<file path="config.mk">
export PLATFORM = sky130hd
export DESIGN_NAME = lcd_4bit_write_sequencer_core
export DESIGN_NICKNAME = d
export VERILOG_FILES = /design/src/rtl/lcdws_pkg.sv /design/src/rtl/lcd_4bit_write_sequencer_core.sv /design/src/rtl/lcdws_step.sv
export SDC_FILE = /design/constraint.sdc
export NUM_CORES = 1
export LEC_CHECK = 0
export ABC_AREA = 1
export BUFFER_PORTS_ARGS = -buffer_cell sky130_fd_sc_hd__buf_2
export CAP_MARGIN = 20
export CORE_UTILIZATION = 45
export DETAILED_ROUTE_END_ITERATION = 12
export MAX_ROUTING_LAYER = met4
export PLACE_DENSITY = 0.73
export SLEW_MARGIN = 20
export SYNTH_ARGS = -nofsm -noshare
export SYNTH_HDL_FRONTEND = slang
export SYNTH_SLANG_ARGS = --single-unit
export TNS_END_PERCENT = 100
</file>
<file path="constraint.sdc">
create_clock -name clk -period 3.1 [get_ports clk]
set_input_delay 0.155 -clock clk [delete_from_list [all_inputs] [get_ports clk]]
set_output_delay 0.155 -clock clk [all_outputs]
set_load 0.05 [all_outputs]
</file>
<file path="src/rtl/lcdws_pkg.sv">
package lcdws_pkg;

  localparam logic [2:0] FUNC_TICK = 3'd0;
  localparam logic [2:0] KIND_NONE = 3'd0;
  localparam logic [2:0] KIND_INIT = 3'd1;
  localparam logic [2:0] KIND_CLEAR = 3'd2;
  localparam logic [2:0] KIND_ADJ = 3'd3;
  localparam logic [2:0] KIND_RAW = 3'd4;
  localparam logic [2:0] KIND_ADDR = 3'd5;
  localparam logic [2:0] KIND_PWAIT = 3'd6;
  localparam logic [2:0] KIND_GAP = 3'd7;

  localparam logic [1:0] REG_POWER_ON_WAIT = 2'd0;
  localparam logic [1:0] REG_INIT_GAP = 2'd1;
  localparam logic [1:0] REG_PULSE = 2'd2;

  localparam logic [7:0] POWER_ON_WAIT_RESET = 8'd15;
  localparam logic [7:0] INIT_GAP_RESET = 8'd5;
  localparam logic [7:0] PULSE_RESET = 8'd1;

  localparam logic [7:0] ADJ_LIMIT = 8'd20;

  localparam logic [3:0] INIT_LEN = 4'd9;
  localparam logic [3:0] CLEAR_LEN = 4'd4;
  localparam logic [3:0] CHAR_LEN = 4'd2;

  typedef logic [3:0] nibble_t;

  localparam nibble_t INIT_NIBBLES [0:8] = '{
    4'b0010, 4'b0010, 4'b1000, 4'b0000, 4'b1111, 4'b0000, 4'b0001, 4'b0000, 4'b0110
  };
  localparam nibble_t CLEAR_NIBBLES [0:3] = '{4'b0000, 4'b0001, 4'b1000, 4'b0000};

  typedef struct packed {
    logic [7:0] power_on_wait;
    logic [7:0] init_gap;
    logic [7:0] pulse;
  } cfg_t;

  typedef struct packed {
    logic       busy;
    logic [2:0] kind;
    logic [7:0] held;
    logic [3:0] step;
    logic [7:0] wait_cnt;
    logic       en;
    logic       rs;
    nibble_t    nib;
  } seq_state_t;

  function automatic logic [3:0] nibble_count(input logic [2:0] kind);
    logic [3:0] n;
    case (kind)
      KIND_INIT: n = INIT_LEN;
      KIND_CLEAR: n = CLEAR_LEN;
      KIND_ADJ, KIND_RAW, KIND_ADDR: n = CHAR_LEN;
      default: n = 4'd0;
    endcase
    return n;
  endfunction

endpackage

</file>
<file path="src/rtl/lcd_4bit_write_sequencer_core.sv">
// Four-bit character LCD write sequencer. Each input request carries a function in in_tuser
// (tick, init, clear, adjusted character, raw character, set address) and a value in
// in_tdata, and yields exactly one result with the EN, RS and data pin levels after the
// request, the busy flag and a flag that marks a command dropped because a sequence was
// still running. Time advances only on tick requests, one per millisecond. A request is
// taken into an input register and processed combinationally into the output register,
// so one request is accepted every clock while the result side keeps up. The three timing
// registers are written through the cfg_ port; the user must do so only while the block is
// idle, which the block itself does not enforce.
module lcd_4bit_write_sequencer_core (
  input  logic       clk,
  input  logic       rst_n,
  input  logic       in_tvalid,
  output logic       in_tready,
  input  logic [7:0] in_tdata,   // [7:0] value
  input  logic [2:0] in_tuser,   // [2:0] func
  output logic       out_tvalid,
  input  logic       out_tready,
  output logic [7:0] out_tdata,  // [0] en_pin, [1] rs_pin, [5:2] data_nibble, [6] busy_res,
                                 // [7] rejected
  input  logic       cfg_we,
  input  logic [1:0] cfg_addr,
  input  logic [7:0] cfg_wdata
);

  lcdws_pkg::cfg_t       cfg_r;
  lcdws_pkg::seq_state_t state_r;
  lcdws_pkg::seq_state_t state_nxt;
  logic                  in_valid_r;
  logic [2:0]            func_r;
  logic [7:0]            value_r;
  logic                  out_valid_r;
  logic [7:0]            out_data_r;
  logic                  rejected_nxt;
  logic                  advance;

  assign advance = in_valid_r && (!out_valid_r || out_tready);
  assign in_tready = !in_valid_r || advance;
  assign out_tvalid = out_valid_r;
  assign out_tdata = out_data_r;

  lcdws_step u_step (
    .cfg      (cfg_r),
    .cur      (state_r),
    .func     (func_r),
    .value    (value_r),
    .nxt      (state_nxt),
    .rejected (rejected_nxt)
  );

  always_ff @(posedge clk) begin
    if (!rst_n) begin
      cfg_r.power_on_wait <= lcdws_pkg::POWER_ON_WAIT_RESET;
      cfg_r.init_gap <= lcdws_pkg::INIT_GAP_RESET;
      cfg_r.pulse <= lcdws_pkg::PULSE_RESET;
    end else if (cfg_we) begin
      case (cfg_addr)
        lcdws_pkg::REG_POWER_ON_WAIT: cfg_r.power_on_wait <= cfg_wdata;
        lcdws_pkg::REG_INIT_GAP: cfg_r.init_gap <= cfg_wdata;
        lcdws_pkg::REG_PULSE: cfg_r.pulse <= cfg_wdata;
        default: ;
      endcase
    end
  end

  always_ff @(posedge clk) begin
    if (!rst_n) begin
      in_valid_r <= 1'b0;
      out_valid_r <= 1'b0;
      state_r <= '0;
    end else begin
      if (in_tvalid && in_tready) begin
        in_valid_r <= 1'b1;
      end else if (advance) begin
        in_valid_r <= 1'b0;
      end
      if (advance) begin
        out_valid_r <= 1'b1;
        state_r <= state_nxt;
      end else if (out_tready) begin
        out_valid_r <= 1'b0;
      end
    end
  end

  always_ff @(posedge clk) begin
    if (in_tvalid && in_tready) begin
      func_r <= in_tuser;
      value_r <= in_tdata;
    end
    if (advance) begin
      out_data_r <= {rejected_nxt, state_nxt.busy, state_nxt.nib, state_nxt.rs, state_nxt.en};
    end
  end

endmodule

</file>
<file path="src/rtl/lcdws_step.sv">
module lcdws_step (
  input  lcdws_pkg::cfg_t       cfg,
  input  lcdws_pkg::seq_state_t cur,
  input  logic [2:0]            func,
  input  logic [7:0]            value,
  output lcdws_pkg::seq_state_t nxt,
  output logic                  rejected
);

  logic [7:0] pulse_load;
  assign pulse_load = (cfg.pulse == 8'd0) ? 8'd1 : cfg.pulse;

  function automatic lcdws_pkg::seq_state_t start_nibble(
    input lcdws_pkg::seq_state_t s,
    input logic [7:0]            pl
  );
    lcdws_pkg::seq_state_t r;
    r = s;
    r.rs = 1'b0;
    r.nib = 4'd0;
    case (s.kind)
      lcdws_pkg::KIND_INIT: begin
        r.nib = lcdws_pkg::INIT_NIBBLES[(s.step < lcdws_pkg::INIT_LEN) ? s.step : 4'd8];
      end
      lcdws_pkg::KIND_CLEAR: begin
        r.nib = lcdws_pkg::CLEAR_NIBBLES[s.step[1:0]];
      end
      lcdws_pkg::KIND_ADJ, lcdws_pkg::KIND_RAW: begin
        r.nib = (s.step == 4'd0) ? s.held[7:4] : s.held[3:0];
        r.rs = 1'b1;
      end
      lcdws_pkg::KIND_ADDR: begin
        r.nib = (s.step == 4'd0) ? {1'b1, s.held[6:4]} : s.held[3:0];
      end
      default: begin
        r.nib = 4'd0;
      end
    endcase
    r.en = 1'b1;
    r.wait_cnt = pl;
    return r;
  endfunction

  always_comb begin
    logic [7:0] w1;
    nxt = cur;
    rejected = 1'b0;
    w1 = (cur.wait_cnt != 8'd0) ? cur.wait_cnt - 8'd1 : 8'd0;
    if (func == lcdws_pkg::FUNC_TICK) begin
      if (cur.busy) begin
        nxt.wait_cnt = w1;
        if (w1 == 8'd0) begin
          if (cur.kind == lcdws_pkg::KIND_PWAIT) begin
            nxt.kind = lcdws_pkg::KIND_INIT;
            nxt.step = 4'd0;
            nxt = start_nibble(nxt, pulse_load);
          end else if (cur.kind == lcdws_pkg::KIND_GAP) begin
            nxt.kind = lcdws_pkg::KIND_INIT;
            nxt.step = 4'd1;
            nxt = start_nibble(nxt, pulse_load);
          end else if (cur.en) begin
            nxt.en = 1'b0;
            nxt.wait_cnt = pulse_load;
          end else if (cur.kind == lcdws_pkg::KIND_INIT && cur.step == 4'd0) begin
            if (cfg.init_gap == 8'd0) begin
              nxt.step = 4'd1;
              nxt = start_nibble(nxt, pulse_load);
            end else begin
              nxt.kind = lcdws_pkg::KIND_GAP;
              nxt.wait_cnt = cfg.init_gap;
            end
          end else begin
            nxt.step = cur.step + 4'd1;
            if (nxt.step < lcdws_pkg::nibble_count(cur.kind)) begin
              nxt = start_nibble(nxt, pulse_load);
            end else begin
              nxt.busy = 1'b0;
            end
          end
        end
      end
    end else if (func <= lcdws_pkg::KIND_ADDR) begin
      if (cur.busy) begin
        rejected = 1'b1;
      end else begin
        nxt.busy = 1'b1;
        nxt.step = 4'd0;
        if (func == lcdws_pkg::KIND_INIT) begin
          nxt.held = 8'd0;
          if (cfg.power_on_wait == 8'd0) begin
            nxt.kind = lcdws_pkg::KIND_INIT;
            nxt = start_nibble(nxt, pulse_load);
          end else begin
            nxt.kind = lcdws_pkg::KIND_PWAIT;
            nxt.wait_cnt = cfg.power_on_wait;
            nxt.en = 1'b0;
          end
        end else begin
          nxt.kind = func;
          if (func == lcdws_pkg::KIND_CLEAR) begin
            nxt.held = 8'd0;
          end else if (func == lcdws_pkg::KIND_ADJ && value < lcdws_pkg::ADJ_LIMIT) begin
            nxt.held = value - 8'd1;
          end else begin
            nxt.held = value;
          end
          nxt = start_nibble(nxt, pulse_load);
        end
      end
    end
  end

endmodule

</file>
==> results.md <==
- proportion of register bits with asynchronous set or reset after synthesis: 0
- Max transition margin: 0.557
- kind of critical path: reg -> reg
- clock period minus worst slack: 2.66 ns
- Mapped Avg Cell Area: 6.85 sq um
- run status: finished, final reports clean
- max-cap viol count: 0
- dominant cell by count in the synthesized netlist: sky130_fd_sc_hd__nand2_1
- vias in the first global route: 4103
- standard cell core area: 0.00991 sq mm
- root buffer cell: sky130_fd_sc_hd__clkbuf_8
- switching power total: 898 uW
- total of endpoints with negative setup slack in the final report: 0
- GR Layer Usage met1: 0.331
- height of the die: 104 microns
- portion of synthesized cell area occupied by the leading cell type: 0.241
- GRT overflow: 0
- maximum number of pins on one net before global-route repair: 44
- routability congestion estimate: 0.986
- final max-slew violation count: 0
- buffers added on ports: 35
- biggest area contributors in the synthesized netlist: sky130_fd_sc_hd__dfxtp_1 (24%), sky130_fd_sc_hd__edfxtp_1 (12%), sky130_fd_sc_hd__nand2_1 (11%), sky130_fd_sc_hd__inv_1 (7.3%), sky130_fd_sc_hd__a21oi_1 (6.8%)
- Avg WL per Cell: 13.9 microns
- initial cell density of the core: 0.470
- number of DRC violations after detailed-routing iteration 0: 411
- worst-path cell chain: inv_1, nand3_1, nand3_1, inv_1, ha_1, nand2_1, nand2_1, nand2_1, nand2_2, nand2_2, nand2_1, nand2_1, nand2_1, o21ai_0, nand2_1, nand2_1, inv_1
- total global-route track usage: 0.235
- most used flip-flop cell after synthesis: sky130_fd_sc_hd__dfxtp_1
- Routed Wire Length: 11900 microns
- number of library cell types mapped by synthesis: 42
- fin crit share: 0.858
- post-layout net count: 761
- number of synthesis warnings: 0
- worst supply voltage drop on vdd: 271 uV
- IO Pins: 36
- Hold Slack: 0.0397 ns
- Clock Sink Count: 75
- number of antenna violations at the first check in global routing: 0
- Worst Setup Start Kind: flip-flop
- Synthesized Nets: 718
- master of the slowest instance on the critical path: sky130_fd_sc_hd__dfxtp_1
- CP dominant cell by count: sky130_fd_sc_hd__nand2_1
- HPWL Detailed: 8970 microns
- logic gate share of total power: 0.243
- library cell with the largest summed area after synthesis: sky130_fd_sc_hd__dfxtp_1
- post-DR vias/cell: 5.32
- internal power: 1.61 mW
- Final Util: 0.530
- flop and latch count out of synthesis: 75
- number of H-tree levels: 3
- TritonCTS buffer count: 9
- Reg2Reg Setup Slack: 0.44 ns
- number of failing hold endpoints at the final stage: 0
- insertion delay to the later sink of the worst-skew pair: 0.36 ns
- cts repair resizes: 0
- most instantiated cells after synthesis: sky130_fd_sc_hd__nand2_1 (136), sky130_fd_sc_hd__inv_1 (91), sky130_fd_sc_hd__nor2_1 (65)
- Final Skew: 0.0139 ns
- most heavily used metal layer in global routing: met2
- Mapped Cells: 680
- class of the worst hold path: in -> reg
- Power per Cell Area: 478 mW/mm^2
- total leakage power: 2.37 nW
- synth-to-layout area growth: 12.7%
- Die Footprint: 0.0108 sq mm
- count of flip-flops with a built-in enable after synthesis: 19
- Critical Path Sink Type: flip-flop
- Critical Path RT: 3.23 ns
- transition time of the tightest slew-check pin: 0.664 ns
- Routed Antenna Nets: 0
- wire length of the first global-routing pass: 19900 microns
- Ant. Diodes: 0
- unrepaired setup endpoints after global routing: false
- number of placed cells counting well taps: 834
- global-route met3 utilization: 0.0296
- clock-pin transition on the worst setup and hold timing paths: 0.10 ns
- die boundary width: 104 microns
- switching power share of the total: 0.358
- number of iterations in the first detailed-routing pass: 5
- via total after detailed routing: 4584
- Mapped Area: 0.00466 sq mm
- number of setup buffers added after CTS: 0
- Max Buffers Root-to-Sink: 2
- clock share of power: 0.313
- number of non-filler instances in the completed layout: 861
- Max stage delay on crit path: 0.51 ns
- overall power after layout: 2.51 mW
- sequential group share of total power: 0.444
- Data arrival, critical path: 2.79 ns
- Highest Clock Rate: 376 MHz
- std cell rows: 36
- ratio of cells with drive above 1 in the final layout: 0.129
- GR met2 Demand/Resource: 0.350
- sequential area share after synthesis: 0.363
- Setup TNS Final: 0 ns
- CTS tree: done
- Worst Path Max Fanout: 14
- # DRC: 0
## per-layer routing
metal | vias to the layer above | share of wire
li1 | 2338 | -
met1 | 2074 | 0.48
met2 | 154 | 0.44
met3 | 18 | 0.064
met4 | 0 | 0.014
met5 | - | 0
## state kept, by name, indices dropped and copies added (netlist names)
signal	flops
value_r	8
in_valid_r	1
cfg_r	24
out_tdata	8
func_r	3
state_r	30
out_tvalid	1
## worst max-delay path, delay by kind of cell (launching register included)
family | cells | cell delay, ns
simple gates | 12 | 1.20
fa+ha+maj | 1 | 0.24
buf+inv | 3 | 0.31
compound gates | 1 | 0.15
flops | 1 | 0.51
## power by group through the flow
stage / sequential [mW] / clock, mW / combinational [mW]
CTS: 1.11 / 0.795 / 0.600
detailed placement: 1.14 / 0 / 0.587
finish: 1.11 / 0.785 / 0.610
floorplan: 1.14 / 0 / 0.440
global route: 1.12 / 0.838 / 0.684
global placement: 1.13 / 0 / 0.580
## worst paths after layout
kind | start | end | depth (start not counted)
setup / recovery | state_r[28]$_SDFFE_PN0P_ | out_tdata[1]$_DFFE_PP_ | 17
hold / removal | cfg_wdata[0] | cfg_r[16]$_SDFFE_PN1P_ | 3
setup reg to reg | state_r[28]$_SDFFE_PN0P_ | out_tdata[1]$_DFFE_PP_ | 17
hold reg to reg | state_r[25]$_SDFFE_PN0P_ | state_r[25]$_SDFFE_PN0P_ | 2
## per-stage QoR
stage / instance area (sq um) / worst slack [ns]
floorplan: 4660 / 0.777
global placement: 4940 / 0.540
detailed placement: 4940 / 0.510
CTS: 5250 / 0.506
global route: 5250 / 0.184
finish: 5250 / 0.442
## kinds of logic (layout without fill, tap and decap cells)
| family | after synthesis | in the layout | synth area share |
|---|---|---|---|
| AO/OA/AOI/OAI | 162 | 162 | 0.189 |
| XOR/XNOR | 4 | 4 | 0.00752 |
| adder cells (fa/ha/maj) | 12 | 12 | 0.0322 |
| buffers and inverters | 120 | 168 | 0.102 |
| flip-flops | 75 | 75 | 0.363 |
| AND/OR/NAND/NOR | 307 | 307 | 0.307 |
## timing repair
item | 4_1_cts | 5_1_grt
hold buffers | 11 | 0
hold endpoints to repair | 11 | 0
endpoints found under the setup margin | 0 | 0
## final cells by class
| cell class | instances | area, sq um |
|---|---|---|
| fillers | 986 | 4660 |
| multi-input cells | 485 | 2490 |
| flip-flops and latches | 75 | 1690 |
| inverters | 103 | 389 |
| repair buffers | 49 | 308 |
| well taps | 133 | 166 |
| clock buffers | 10 | 149 |
| clock inverters | 6 | 52.6 |
## cell usage in the layout (no fill, tap or decap), types with 12 or more instances in the layout
cell type	count
sky130_fd_sc_hd__a21oi_1	63
sky130_fd_sc_hd__buf_2	35
sky130_fd_sc_hd__dfxtp_1	56
sky130_fd_sc_hd__edfxtp_1	19
sky130_fd_sc_hd__ha_1	12
sky130_fd_sc_hd__inv_1	91
sky130_fd_sc_hd__nand2_1	136
sky130_fd_sc_hd__nand3_1	55
sky130_fd_sc_hd__nor2_1	65
sky130_fd_sc_hd__nor3_1	13
sky130_fd_sc_hd__o211ai_1	12
sky130_fd_sc_hd__o21ai_0	61
No activity file was read; power rests on OpenSTA's default activity.
